`src/stc_pkg.sv`:
```
`timescale 1ns / 1ps
package stc_pkg;

  // command codes on the input channel
  localparam logic [2:0] CmdSample = 3'd0;
  localparam logic [2:0] CmdRight  = 3'd1;
  localparam logic [2:0] CmdLeft   = 3'd2;
  localparam logic [2:0] CmdUp     = 3'd3;
  localparam logic [2:0] CmdDown   = 3'd4;

  // configuration register indexes
  localparam logic [1:0] RegDay   = 2'd0;
  localparam logic [1:0] RegEve   = 2'd1;
  localparam logic [1:0] RegNight = 2'd2;
  localparam int unsigned CfgAddrW = 4;

  localparam logic [4:0] DayReset   = 5'd7;
  localparam logic [4:0] EveReset   = 5'd17;
  localparam logic [4:0] NightReset = 5'd22;

  localparam int unsigned QueueDepth = 2;

  localparam int unsigned NumSlots = 3;
  localparam logic [2:0] ScrMain      = 3'd0;
  localparam logic [2:0] ScrSlotFirst = 3'd1;
  localparam logic [2:0] ScrSlotLast  = 3'd3;
  localparam logic [2:0] ScrTime      = 3'd4;

  localparam logic signed [7:0] HighReset [NumSlots] = '{8'sd26, 8'sd25, 8'sd28};
  localparam logic signed [7:0] LowReset  [NumSlots] = '{8'sd23, 8'sd22, 8'sd25};

  localparam logic [27:0]        ScaleNum      = 28'd33000;
  localparam logic signed [28:0] LimitScale    = 29'sd409500;
  localparam logic [11:0]        TempMax       = 12'd3300;
  localparam logic [27:0]        TempSatScaled = 28'd13517595;  // 3301 * 4095
  localparam logic [9:0]         DutyMax       = 10'd1000;
  localparam logic [27:0]        DutySatDiff   = 28'd4095000;   // 1000 * 4095

  typedef enum logic [2:0] {
    OpSample,
    OpRight,
    OpLeft,
    OpUp,
    OpDown,
    OpNone
  } op_e;

  typedef struct packed {
    op_e         op;
    logic [11:0] adc;
    logic [4:0]  hour;
  } item_t;

  typedef struct packed {
    logic [4:0] day;
    logic [4:0] eve;
    logic [4:0] night;
  } cfg_t;

  typedef struct packed {
    logic [11:0]       temp_centi;
    logic              fan_on;
    logic [9:0]        fan_duty;
    logic              heater_on;
    logic [9:0]        heater_duty;
    logic [2:0]        screen;
    logic              edit_active;
    logic              cursor_on_low;
    logic signed [7:0] shown_high;
    logic signed [7:0] shown_low;
  } res_t;

  // floor(x / 4095) for x below 2^24: estimate via x * 4097 / 2^24, one correction step
  function automatic logic [12:0] div4095(input logic [23:0] x);
    logic [24:0] n;
    logic [12:0] q;
    logic [24:0] r;
    n = {1'b0, x} + 25'(x[23:12]);
    q = n[24:12];
    r = {1'b0, x} - {q, 12'b0} + 25'(q);
    if (r >= 25'd4095) begin
      q = q + 13'd1;
    end
    return q;
  endfunction

endpackage

```
`src/stc_front.sv`:
```
`timescale 1ns / 1ps
module stc_front (
  input  logic                 clk_i,
  input  logic                 rst_ni,
  input  logic                 in_valid_i,
  output logic                 in_stall_o,
  input  logic [2:0]           command_i,
  input  logic [11:0]          adc_sample_i,
  input  logic [4:0]           hour_i,
  input  logic                 q_full_i,
  output logic                 q_push_o,
  output stc_pkg::item_t       q_item_o
);

  logic           valid_q, valid_d;
  stc_pkg::item_t item_q, item_d;
  stc_pkg::op_e   op;
  logic           take;

  always_comb begin
    case (command_i)
      stc_pkg::CmdSample: op = stc_pkg::OpSample;
      stc_pkg::CmdRight:  op = stc_pkg::OpRight;
      stc_pkg::CmdLeft:   op = stc_pkg::OpLeft;
      stc_pkg::CmdUp:     op = stc_pkg::OpUp;
      stc_pkg::CmdDown:   op = stc_pkg::OpDown;
      default:            op = stc_pkg::OpNone;
    endcase
  end

  assign q_push_o   = valid_q && !q_full_i;
  assign in_stall_o = valid_q && q_full_i;
  assign take       = in_valid_i && !in_stall_o;

  always_comb begin
    valid_d = take || (valid_q && !q_push_o);
    item_d  = item_q;
    if (take) begin
      item_d.op   = op;
      item_d.adc  = adc_sample_i;
      item_d.hour = hour_i;
    end
  end

  always_ff @(posedge clk_i or negedge rst_ni) begin
    if (!rst_ni) begin
      valid_q <= 1'b0;
    end else begin
      valid_q <= valid_d;
    end
  end

  always_ff @(posedge clk_i) begin
    item_q <= item_d;
  end

  assign q_item_o = item_q;

endmodule

```
`src/stc_queue.sv`:
```
`timescale 1ns / 1ps
module stc_queue #(
  parameter int unsigned Depth = stc_pkg::QueueDepth
) (
  input  logic           clk_i,
  input  logic           rst_ni,
  input  logic           push_i,
  input  stc_pkg::item_t push_item_i,
  output logic           full_o,
  input  logic           pop_i,
  output logic           valid_o,
  output stc_pkg::item_t pop_item_o
);

  localparam int unsigned PtrW = (Depth > 1) ? $clog2(Depth) : 1;
  localparam int unsigned CntW = $clog2(Depth + 1);

  stc_pkg::item_t     mem_q [Depth];
  logic [PtrW-1:0]    wr_q, wr_d, rd_q, rd_d;
  logic [CntW-1:0]    cnt_q, cnt_d;

  assign full_o     = (cnt_q == CntW'(Depth));
  assign valid_o    = (cnt_q != '0);
  assign pop_item_o = mem_q[rd_q];

  always_comb begin
    wr_d  = wr_q;
    rd_d  = rd_q;
    cnt_d = cnt_q;
    if (push_i) begin
      wr_d = (wr_q == PtrW'(Depth - 1)) ? '0 : wr_q + PtrW'(1);
    end
    if (pop_i) begin
      rd_d = (rd_q == PtrW'(Depth - 1)) ? '0 : rd_q + PtrW'(1);
    end
    if (push_i && !pop_i) begin
      cnt_d = cnt_q + CntW'(1);
    end else if (pop_i && !push_i) begin
      cnt_d = cnt_q - CntW'(1);
    end
  end

  always_ff @(posedge clk_i or negedge rst_ni) begin
    if (!rst_ni) begin
      wr_q  <= '0;
      rd_q  <= '0;
      cnt_q <= '0;
    end else begin
      wr_q  <= wr_d;
      rd_q  <= rd_d;
      cnt_q <= cnt_d;
    end
  end

  always_ff @(posedge clk_i) begin
    if (push_i) begin
      mem_q[wr_q] <= push_item_i;
    end
  end

endmodule

```
`src/stc_back.sv`:
```
`timescale 1ns / 1ps
module stc_back (
  input  logic           clk_i,
  input  logic           rst_ni,
  input  stc_pkg::cfg_t  cfg_i,
  input  logic           q_valid_i,
  input  stc_pkg::item_t q_item_i,
  output logic           q_pop_o,
  output logic           out_valid_o,
  input  logic           out_stall_i,
  output stc_pkg::res_t  result_o
);

  typedef struct packed {
    logic              sample;
    logic [27:0]       scaled;
    logic              fan_on;
    logic [27:0]       fan_diff;
    logic              heater_on;
    logic [27:0]       heater_diff;
    logic [2:0]        screen;
    logic              edit;
    logic              cursor;
    logic signed [7:0] shown_high;
    logic signed [7:0] shown_low;
  } exec_t;

  logic              s1_valid_q, s1_valid_d;
  exec_t             s1_q, s1_d;
  logic              out_valid_q, out_valid_d;
  stc_pkg::res_t     res_q, res_d;
  logic              adv;

  logic [2:0]        scr_q, scr_d;
  logic              edit_q, edit_d;
  logic              cursor_q, cursor_d;
  logic signed [7:0] hi_q [stc_pkg::NumSlots];
  logic signed [7:0] hi_d [stc_pkg::NumSlots];
  logic signed [7:0] lo_q [stc_pkg::NumSlots];
  logic signed [7:0] lo_d [stc_pkg::NumSlots];

  logic [1:0]        slot, eidx, sidx;
  logic              on_slot, shown_slot;
  logic signed [7:0] sel_hi, sel_lo, cur_h, cur_l, nh, nl;
  logic [27:0]       scaled;
  logic signed [28:0] scaled_s, hi_sc, lo_sc, dhi, dlo;
  logic [12:0]       temp_q13, fan_q13, heat_q13;

  // ---------------------------------------------------------------- execute stage
  assign adv     = s1_valid_q && (!out_valid_q || !out_stall_i);
  assign q_pop_o = q_valid_i && (!s1_valid_q || adv);

  always_comb begin
    if (q_item_i.hour >= cfg_i.day && q_item_i.hour < cfg_i.eve) begin
      slot = 2'd0;
    end else if (q_item_i.hour >= cfg_i.eve && q_item_i.hour < cfg_i.night) begin
      slot = 2'd1;
    end else begin
      slot = 2'd2;
    end
  end

  assign sel_hi   = hi_q[slot];
  assign sel_lo   = lo_q[slot];
  assign scaled   = 28'(q_item_i.adc) * stc_pkg::ScaleNum;
  assign scaled_s = signed'({1'b0, scaled});
  assign hi_sc    = 29'(sel_hi) * stc_pkg::LimitScale;
  assign lo_sc    = 29'(sel_lo) * stc_pkg::LimitScale;
  assign dhi      = scaled_s - hi_sc;
  assign dlo      = lo_sc - scaled_s;

  assign on_slot = scr_q inside {[stc_pkg::ScrSlotFirst:stc_pkg::ScrSlotLast]};
  assign eidx    = 2'(scr_q - 3'd1);
  assign cur_h   = hi_q[eidx];
  assign cur_l   = lo_q[eidx];

  always_comb begin
    scr_d    = scr_q;
    edit_d   = edit_q;
    cursor_d = cursor_q;
    hi_d     = hi_q;
    lo_d     = lo_q;
    nh       = cur_h;
    nl       = cur_l;
    if (q_pop_o) begin
      case (q_item_i.op)
        stc_pkg::OpRight: begin
          if (edit_q) begin
            edit_d = 1'b0;
          end else begin
            scr_d = (scr_q == stc_pkg::ScrTime) ? stc_pkg::ScrMain : scr_q + 3'd1;
          end
        end
        stc_pkg::OpLeft: begin
          if (on_slot) begin
            if (!edit_q) begin
              edit_d   = 1'b1;
              cursor_d = 1'b0;
            end else begin
              cursor_d = !cursor_q;
            end
          end
        end
        stc_pkg::OpUp: begin
          if (edit_q && on_slot) begin
            if (!cursor_q) begin
              nh = cur_h + 8'sd1;
            end else begin
              nl = cur_l + 8'sd1;
            end
            // raising one limit can push low above high: low follows high
            if (nl > nh) begin
              nl = nh;
            end
            hi_d[eidx] = nh;
            lo_d[eidx] = nl;
          end
        end
        stc_pkg::OpDown: begin
          if (edit_q && on_slot) begin
            if (!cursor_q) begin
              nh = cur_h - 8'sd1;
            end else begin
              nl = cur_l - 8'sd1;
            end
            if (nh < nl) begin
              nh = nl;
            end
            hi_d[eidx] = nh;
            lo_d[eidx] = nl;
          end
        end
        default: begin
        end
      endcase
    end
  end

  assign shown_slot = scr_d inside {[stc_pkg::ScrSlotFirst:stc_pkg::ScrSlotLast]};
  assign sidx       = 2'(scr_d - 3'd1);

  always_comb begin
    s1_valid_d = q_pop_o || (s1_valid_q && !adv);
    s1_d       = s1_q;
    if (q_pop_o) begin
      s1_d.sample      = (q_item_i.op == stc_pkg::OpSample);
      s1_d.scaled      = scaled;
      s1_d.fan_on      = !dhi[28] && (dhi != '0);
      s1_d.fan_diff    = dhi[27:0];
      s1_d.heater_on   = !dlo[28] && (dlo != '0);
      s1_d.heater_diff = dlo[27:0];
      s1_d.screen      = scr_d;
      s1_d.edit        = edit_d;
      s1_d.cursor      = cursor_d;
      s1_d.shown_high  = shown_slot ? hi_d[sidx] : 8'sd0;
      s1_d.shown_low   = shown_slot ? lo_d[sidx] : 8'sd0;
    end
  end

  always_ff @(posedge clk_i or negedge rst_ni) begin
    if (!rst_ni) begin
      s1_valid_q <= 1'b0;
      scr_q      <= stc_pkg::ScrMain;
      edit_q     <= 1'b0;
      cursor_q   <= 1'b0;
      for (int i = 0; i < stc_pkg::NumSlots; i++) begin
        hi_q[i] <= stc_pkg::HighReset[i];
        lo_q[i] <= stc_pkg::LowReset[i];
      end
    end else begin
      s1_valid_q <= s1_valid_d;
      scr_q      <= scr_d;
      edit_q     <= edit_d;
      cursor_q   <= cursor_d;
      hi_q       <= hi_d;
      lo_q       <= lo_d;
    end
  end

  always_ff @(posedge clk_i) begin
    s1_q <= s1_d;
  end

  // ---------------------------------------------------------------- result stage
  assign temp_q13 = stc_pkg::div4095(s1_q.scaled[23:0]);
  assign fan_q13  = stc_pkg::div4095(s1_q.fan_diff[23:0]);
  assign heat_q13 = stc_pkg::div4095(s1_q.heater_diff[23:0]);

  always_comb begin
    out_valid_d = adv || (out_valid_q && out_stall_i);
    res_d       = res_q;
    if (adv) begin
      res_d.screen        = s1_q.screen;
      res_d.edit_active   = s1_q.edit;
      res_d.cursor_on_low = s1_q.cursor;
      res_d.shown_high    = s1_q.shown_high;
      res_d.shown_low     = s1_q.shown_low;
      // temperature and drive levels only move on a sample, buttons report the last ones
      if (s1_q.sample) begin
        res_d.temp_centi = (s1_q.scaled >= stc_pkg::TempSatScaled) ?
                           stc_pkg::TempMax : temp_q13[11:0];
        res_d.fan_on     = s1_q.fan_on;
        if (!s1_q.fan_on) begin
          res_d.fan_duty = '0;
        end else if (s1_q.fan_diff >= stc_pkg::DutySatDiff) begin
          res_d.fan_duty = stc_pkg::DutyMax;
        end else begin
          res_d.fan_duty = fan_q13[9:0];
        end
        res_d.heater_on  = s1_q.heater_on;
        if (!s1_q.heater_on) begin
          res_d.heater_duty = '0;
        end else if (s1_q.heater_diff >= stc_pkg::DutySatDiff) begin
          res_d.heater_duty = stc_pkg::DutyMax;
        end else begin
          res_d.heater_duty = heat_q13[9:0];
        end
      end
    end
  end

  always_ff @(posedge clk_i or negedge rst_ni) begin
    if (!rst_ni) begin
      out_valid_q <= 1'b0;
      res_q       <= '0;
    end else begin
      out_valid_q <= out_valid_d;
      res_q       <= res_d;
    end
  end

  assign out_valid_o = out_valid_q;
  assign result_o    = res_q;

endmodule

```
`src/scheduled_thermostat_controller_top.sv`:
```
`timescale 1ns / 1ps
// Scheduled thermostat controller. Each request is a temperature sample or one button
// event; every request yields exactly one result, in order. The block takes one request
// per clock cycle when the result side keeps up: an input register classifies the
// command, a small queue (QDepth entries) decouples it from a two-stage back end that
// first updates the screen/edit state and scales the reading, then divides by 4095 and
// registers the result. A request passes the input, queue, execute and result registers.
// Slot boundary hours sit in three APB registers at 0x0, 0x4 and 0x8; write them only
// while no request is in flight.
module scheduled_thermostat_controller_top #(
  parameter int unsigned QDepth = stc_pkg::QueueDepth
) (
  input  logic                                 clk_i,
  input  logic                                 rst_ni,
  input  logic                                 psel,
  input  logic                                 penable,
  input  logic                                 pwrite,
  input  logic [stc_pkg::CfgAddrW-1:0]         paddr,
  input  logic [31:0]                          pwdata,
  output logic [31:0]                          prdata,
  output logic                                 pready,
  input  logic                                 in_valid_i,
  output logic                                 in_stall_o,
  input  logic [2:0]                           command_i,
  input  logic [11:0]                          adc_sample_i,
  input  logic [4:0]                           hour_i,
  output logic                                 out_valid_o,
  input  logic                                 out_stall_i,
  output logic [11:0]                          temp_centi_o,
  output logic                                 fan_on_o,
  output logic [9:0]                           fan_duty_o,
  output logic                                 heater_on_o,
  output logic [9:0]                           heater_duty_o,
  output logic [2:0]                           screen_o,
  output logic                                 edit_active_o,
  output logic                                 cursor_on_low_o,
  output logic signed [7:0]                    shown_high_o,
  output logic signed [7:0]                    shown_low_o
);

  stc_pkg::cfg_t  cfg_q, cfg_d;
  logic [1:0]     reg_idx;
  logic           wr_en;
  logic           q_full, q_push, q_pop, q_valid;
  stc_pkg::item_t push_item, pop_item;
  stc_pkg::res_t  result;

  // ---------------------------------------------------------------- register port
  assign pready  = 1'b1;
  assign reg_idx = paddr[3:2];
  assign wr_en   = psel && penable && pwrite && pready;

  always_comb begin
    cfg_d = cfg_q;
    if (wr_en) begin
      case (reg_idx)
        stc_pkg::RegDay:   cfg_d.day   = pwdata[4:0];
        stc_pkg::RegEve:   cfg_d.eve   = pwdata[4:0];
        stc_pkg::RegNight: cfg_d.night = pwdata[4:0];
        default: begin
        end
      endcase
    end
  end

  always_comb begin
    case (reg_idx)
      stc_pkg::RegDay:   prdata = 32'(cfg_q.day);
      stc_pkg::RegEve:   prdata = 32'(cfg_q.eve);
      stc_pkg::RegNight: prdata = 32'(cfg_q.night);
      default:           prdata = '0;
    endcase
  end

  always_ff @(posedge clk_i or negedge rst_ni) begin
    if (!rst_ni) begin
      cfg_q.day   <= stc_pkg::DayReset;
      cfg_q.eve   <= stc_pkg::EveReset;
      cfg_q.night <= stc_pkg::NightReset;
    end else begin
      cfg_q <= cfg_d;
    end
  end

  // ---------------------------------------------------------------- datapath
  stc_front u_front (
    .clk_i        (clk_i),
    .rst_ni       (rst_ni),
    .in_valid_i   (in_valid_i),
    .in_stall_o   (in_stall_o),
    .command_i    (command_i),
    .adc_sample_i (adc_sample_i),
    .hour_i       (hour_i),
    .q_full_i     (q_full),
    .q_push_o     (q_push),
    .q_item_o     (push_item)
  );

  stc_queue #(
    .Depth (QDepth)
  ) u_queue (
    .clk_i       (clk_i),
    .rst_ni      (rst_ni),
    .push_i      (q_push),
    .push_item_i (push_item),
    .full_o      (q_full),
    .pop_i       (q_pop),
    .valid_o     (q_valid),
    .pop_item_o  (pop_item)
  );

  stc_back u_back (
    .clk_i       (clk_i),
    .rst_ni      (rst_ni),
    .cfg_i       (cfg_q),
    .q_valid_i   (q_valid),
    .q_item_i    (pop_item),
    .q_pop_o     (q_pop),
    .out_valid_o (out_valid_o),
    .out_stall_i (out_stall_i),
    .result_o    (result)
  );

  assign temp_centi_o    = result.temp_centi;
  assign fan_on_o        = result.fan_on;
  assign fan_duty_o      = result.fan_duty;
  assign heater_on_o     = result.heater_on;
  assign heater_duty_o   = result.heater_duty;
  assign screen_o        = result.screen;
  assign edit_active_o   = result.edit_active;
  assign cursor_on_low_o = result.cursor_on_low;
  assign shown_high_o    = result.shown_high;
  assign shown_low_o     = result.shown_low;

  // ---------------------------------------------------------------- checks
  // limits are kept ordered, so fan and heater can never drive together
  a_fan_heater_exclusive: assert property (@(posedge clk_i) disable iff (!rst_ni)
    !(fan_on_o && heater_on_o))
    else $error("fan and heater both on");

  a_duty_needs_on: assert property (@(posedge clk_i) disable iff (!rst_ni)
    ((fan_duty_o != '0) |-> fan_on_o) and ((heater_duty_o != '0) |-> heater_on_o))
    else $error("duty without drive");

  a_limits_ordered: assert property (@(posedge clk_i) disable iff (!rst_ni)
    out_valid_o |-> (shown_low_o <= shown_high_o))
    else $error("low limit above high limit");

  a_blank_off_slot: assert property (@(posedge clk_i) disable iff (!rst_ni)
    (out_valid_o && (screen_o == stc_pkg::ScrMain || screen_o == stc_pkg::ScrTime))
    |-> (shown_high_o == 8'sd0 && shown_low_o == 8'sd0))
    else $error("limits shown off a slot screen");

endmodule
```
`config.mk`:
```
export PLATFORM = sky130hd
export DESIGN_NAME = scheduled_thermostat_controller_top
export DESIGN_NICKNAME = d
export VERILOG_FILES = /design/src/stc_pkg.sv /design/src/stc_front.sv /design/src/stc_queue.sv /design/src/stc_back.sv /design/src/scheduled_thermostat_controller_top.sv
export SDC_FILE = /design/constraint.sdc
export NUM_CORES = 1
export LEC_CHECK = 0
export BUFFER_PORTS_ARGS = -buffer_cell sky130_fd_sc_hd__buf_2
export CAP_MARGIN = 20
export CORE_ASPECT_RATIO = 1.4
export CORE_MARGIN = 3
export CORE_UTILIZATION = 40
export CTS_CLUSTER_DIAMETER = 40
export DETAILED_ROUTE_END_ITERATION = 12
export GPL_TIMING_DRIVEN = 0
export PLACE_DENSITY = 0.61
export SETUP_SLACK_MARGIN = 0.3
export SLEW_MARGIN = 10
export SYNTH_ARGS = -nofsm -noshare
export SYNTH_HDL_FRONTEND = slang
export SYNTH_HIERARCHICAL = 1
export SYNTH_SLANG_ARGS = --single-unit
```
`constraint.sdc`:
```
create_clock -name clk_i -period 21.8 [get_ports clk_i]
set_input_delay 1.09 -clock clk_i [delete_from_list [all_inputs] [get_ports clk_i]]
set_output_delay 1.09 -clock clk_i [all_outputs]
set_load 0.05 [all_outputs]
```
# Word-level counts from Yosys, hierarchy flattened
# Memories as Yosys holds them, arrays and structs flattened.
# Index checks and enable logic that the tools add are counted.
# classes
addsub,25
multipliers,3
div,0
order_cmp,20
eq_ne,12
n_shift,0
n_mux,85
bitwise,3
n_reduce_logical,47
# op_table
cell,n
$mux 8,37
$mux 24,6
$bmux 8 s2,6
$bwmux 24,4
$pmux 24 s2,2
$add 24x12->25,3
$add 25x13->25,3
$ge 25x12->1 const B,3
$sub 24x25->25,3
$mux 10,6
$reduce_bool 29->1,2
$sub 29x29->29,2
$ge 28x22->1 const B,2
$mul 8x18->26 const B,2
$ge 28x24->1 const B,1
$mul 12x13->25 const B,1
$mux 12,2
$add 10x1->10 const B,2
$logic_and 1x1->1,20
$add 8x2->8 const B,2
$demux 8 s2,1
$sub 8x2->8 const B,2
$pmux 3 s5,1
$pmux 5 s3,1
29 further kinds,81
# word_totals
reg_bits,255
latch_bits,0
ram_bits,40
romBits,0
input_bits,63
out_inout_bits,90
wordCells,238
n_memories,1
# mem_list
name,depth,width,rd,rd_clocked_by_memory_dff,wr,line_no,rtl
u_queue.mem_q,2,20,1,0,1,stc_queue.sv:18,stc_pkg::item_t mem_q [Depth];

# Longest topological paths before layout
# depth
word_depth,22
depth_mapped,44
mapped_depth_nobuf,41

# By module
# The synthesis kept the hierarchy.
# modules_own_cells
module,n_inst,cells_per_inst,area_per_inst_um2,seq_area_each_um2
stc_back,1,3024,26644.3,5809.3
stc_queue,1,78,1709.1,1301.2
scheduled_thermostat_controller_top,1,82,938.4,385.4
stc_front,1,28,670.6,625.6

# Worst setup path after synthesis
# No wires, ideal clock.
# synth_path
path_kind,register to register
start,reg u_queue.rd_q
end,"reg u_back/s1_q[49] (netlist name), data pin"
setup_time_ns,0.255
t_arrival_ns,9.309
t_required_ns,21.545
path_slack_ns,12.236
stages_incl_launch_ff,41
n_path_buf,3
synth_period_minus_slack_ns,9.564
path_cell_list,dfrtp_1 -> buf_6 -> mux2_4 -> ha_1 -> nand4_1 -> o21ba_2 -> a221oi_1 -> buf_2 -> buf_1 -> mux2i_1 -> nand2_1 -> o21a_1 -> ha_1 -> ha_1 -> inv_1 -> fa_1 -> inv_1 -> fa_1 -> [5 not listed] -> o21bai_1 -> a21oi_1 -> o21a_1 -> nor2_1 -> or2_2 -> a21oi_1 -> xnor2_1 -> ha_1 -> or2_2 -> a21oi_1 -> a211oi_1 -> o21a_1 -> nor2_1 -> xnor2_1 -> or3_1 -> or4_1 -> a2111o_1 -> and3_1
# synth_lines
item,line_no,rtl
"start, declared",stc_queue.sv:19,"logic [PtrW-1:0] wr_q, wr_d, rd_q, rd_d;"
"start signal, assigned",stc_queue.sv:50,rd_q <= rd_d;
"end signal, assigned",stc_back.sv:181,s1_q <= s1_d;
"end, declared",stc_back.sv:29,"exec_t s1_q, s1_d;"

==> summary.txt <==
Logic synthesis
  – Avg Synthesized Cell Area: around 9.3 µm²
  – Async set-reset flop share out of synthesis: between 40% and 50%
  – Syn Std Cell Area: roughly 0.03 mm²
  – Top cell type's share of synthesized area: around a fifth
  – Cell taking the most area after synthesis: ha_1
  – Area contributors post-synth: ha_1 19%, edfxtp_1 16%, dfrtp_1 8.6%, fa_1 6.4%, inv_1 5.8%
  – Top_reg_cell synth: edfxtp_1
  – Post-synthesis sequential area ratio: between 20% and 30%
  – Synthesis Warnings: 6
  – Yosys cell types: 89
  – Mapped Cells: about 3200
  – Post-synth EDFFs: 161
  – Number of synthesized register bits: 291

Timing
  – Peak Freq: around 90 MHz
  – Slew @ Worst Pin: about 1.1 ns
  – RSZ-0062 raised after global routing: false
  – Max Clock Skew: roughly 0.019 ns
  – Fin. Hold Viols: 0
  – TNS Setup: 0 ns
  – Period minus WS final: between 10 and 15 ns
  – Rel. slew slack: 25.0%
  – Pins over their slew limit: 0
  – Final setup vio count: 0
  – Period utilization: slightly above 50%
  – Hold_ws: ~0.44 ns
  – Final worst setup slack: around 11 ns

Global route
  – GRT Overall Usage: between 20 and 25%
  – Vias in the first global route: about 23000
  – Largest net degree at the start of global routing: 87
  – Total grt overflow: 0
  – Initial antenna violation count: 1
  – Global-route wire length before repair: approximately 120000 µm

CTS
  – CTS tree: done
  – Clk Latency, worst-skew pair: between 0.5 and 0.6 ns
  – Setup repair bufs after CTS: 0
  – CTS buffer count: 43
  – Number of H-tree levels: 2
  – Cts hold-fix bufs: 0
  – CTS sink count: 291
  – CTS clk-pin slew, worst paths: roughly 0.060 ns
  – Clock Tree Buf Depth: 3
  – Root buffer cell: clkbuf_16
  – Post-CTS sizing: 0

Floorplan
  – Core ar.: approximately 0.074 mm²
  – Die area: 0.0783 mm²
  – Die height: roughly 330 µm
  – Die width: around 240 µm
  – Starting Density: between 40% and 50%
  – # rows: about 120
  – Io pins: 153

Flow run
  – Max-Cap Viols: 0

Min path
  – Worst min path class: input pin to async pin

Finish
  – Register area: between 0.008 and 0.009 mm²
  – # diodes: 0
  – Fill count: approximately 7300
  – Layout cells sized above 1: around a tenth
  – Multi-input gate area: 0.0197 mm²
  – Layout Utilization: around 45%
  – Nets: about 4000
  – Commonest non-fill, non-tap cell in the layout: inv_1
  – Most frequent cells in the layout: 460 x inv_1, 456 x ha_1, 181 x a21oi_1
  – Synth-to-Final Area Change: 11.3%

Setup path
  – Critical Path Max Stage Delay: slightly below 0.7 ns
  – CP endpoint kind: flip-flop
  – Critical path class: flip-flop to flip-flop
  – Critical Path RT: about 22 ns
  – Reg2reg end: u_back/s1_q[78]$_DFFE_PP_
  – R2r startpoint: u_queue/rd_q$_DFFE_PN0P_
  – Setup crit start kind: flip-flop
  – R2R depth: 41
  – Flop2flop setup slack: between 10 and 15 ns
  – CP most frequent cell: a21oi_1
  – Max FO, Critical Path: 10
  – CP max-delay cell: a21oi_1
  – Critical path arrival: ~12 ns

Routing
  – DRT Pass-1 Iters: 5
  – Vias/cell: 5.31
  – DRC violation count after routing: 0
  – Antenna viol nets, final: 0
  – Iter 0 DRT Violations: approximately 1300
  – Final WL: roughly 79000 µm
  – Vias: between 20000 and 25000
  – WL/cell: 18.1 µm

Run status
  – Status: finished, final reports clean

Place
  – Port Buf Inserts: 94
  – Post-detail-place hpwl: between 60000 and 70000 µm
  – Pre-CTS WS: 10.53 ns
  – GPL Wtd Cong: just under 1
cells by family after synthesis:
family	Yosys count	synth area share, %
muxes	146	5.54
and+or+nand+nor	753	12.7
AOI/OAI and AO/OA	693	15.6
DFF	291	27.1
adders and majority gates	552	25.5
buffers and inverters	565	7.52
xor gates and xnor gates	210	6.14
other	2	0.0251
synth_stat cells, types with 16 or more instances:
cell and number:
nor3_1 58, dfrtp_1 103, a21oi_1 181, nand2_1 168, nor2b_1 35, o21a_1 45
edfxtp_1 161, dfstp_2 27, mux2_2 62, or3_1 25, xnor2_1 159, nand4_1 33
mux2i_1 60, xor2_1 51, and3_1 44, a211oi_1 26, o31ai_1 17, a31oi_1 26
ha_1 456, a21o_1 65, mux2_4 24, fa_1 96, o21ai_0 116, clkbuf_1 65
or2_2 16, buf_4 28, nand3_1 68, nor2_1 172, nand2b_1 33, inv_1 461
nor4_1 26, a22o_1 31, o21bai_1 25, and2_1 30
sequential cells by signal, indices dropped and copies added, names as in the netlist, 2 cells and up:
register and count:
cfg_q 15, u_back/scr_q 3, u_front/q_item_o 20, u_back/hi_q 24, u_back/s1_q 101, u_queue/cnt_q 2, u_queue/mem_q 40, u_back/result_o 55
u_back/lo_q 24
worst max path at each step:
| stage | to | slack (ns) | start |
|---|---|---|---|
| after global placement | u_back/s1_q[78]$_DFFE_PP_ | 10.52 | u_queue/rd_q$_DFFE_PN0P_ |
| final | u_back/s1_q[78]$_DFFE_PP_ | 10.57 | u_queue/rd_q$_DFFE_PN0P_ |
| after detailed placement | u_back/s1_q[78]$_DFFE_PP_ | 10.53 | u_queue/rd_q$_DFFE_PN0P_ |
| after CTS | u_back/s1_q[78]$_DFFE_PP_ | 10.53 | u_queue/rd_q$_DFFE_PN0P_ |
| after global routing | u_back/s1_q[49]$_DFFE_PP_ | 9.84 | u_queue/rd_q$_DFFE_PN0P_ |
| after floorplan | u_back/s1_q[49]$_DFFE_PP_ | 12.24 | u_queue/rd_q$_DFFE_PN0P_ |
metal layers:
layer / track usage (%) / part of all wire [%] / up-vias
met5: 0 / 0 / -
met4: 10.4 / 5.7 / 0
met3: 2.13 / 3.0 / 154
met2: 37.3 / 51 / 425
met1: 22.6 / 40 / 10991
li1: - / - / 11670
final cells by class:
type / instances / share of cell area, %
well taps: 960 / 3.60
flip-flops and latches: 291 / 24.4
plain buffers: 103 / 1.55
repair buffers: 100 / 1.78
clock inverters: 32 / 1.10
clock buffers: 47 / 3.34
multi-input cells: 2382 / 59.1
inverters: 462 / 5.21
worst max-delay path, delay by kind of cell, from the launching register on:
| family | cells | cell delay [ns] |
|---|---|---|
| AOI/OAI and AO/OA | 18 | 4.43 |
| DFF | 1 | 0.39 |
| xor gates and xnor gates | 2 | 0.32 |
| muxes | 1 | 0.35 |
| and+or+nand+nor | 6 | 1.28 |
| adders and majority gates | 7 | 2.65 |
| buffers and inverters | 7 | 1.50 |
per-stage QoR:
stage	cells	area, µm²
after CTS	4377	33300
after global placement	4292	31700
after global routing	4377	33300
after floorplan	3238	30100
after detailed placement	4298	31900
final	4377	33300
Power is left out: the tool's default activity adds up to more than one toggle a clock period on the data nets, which glitch-free logic cannot reach.
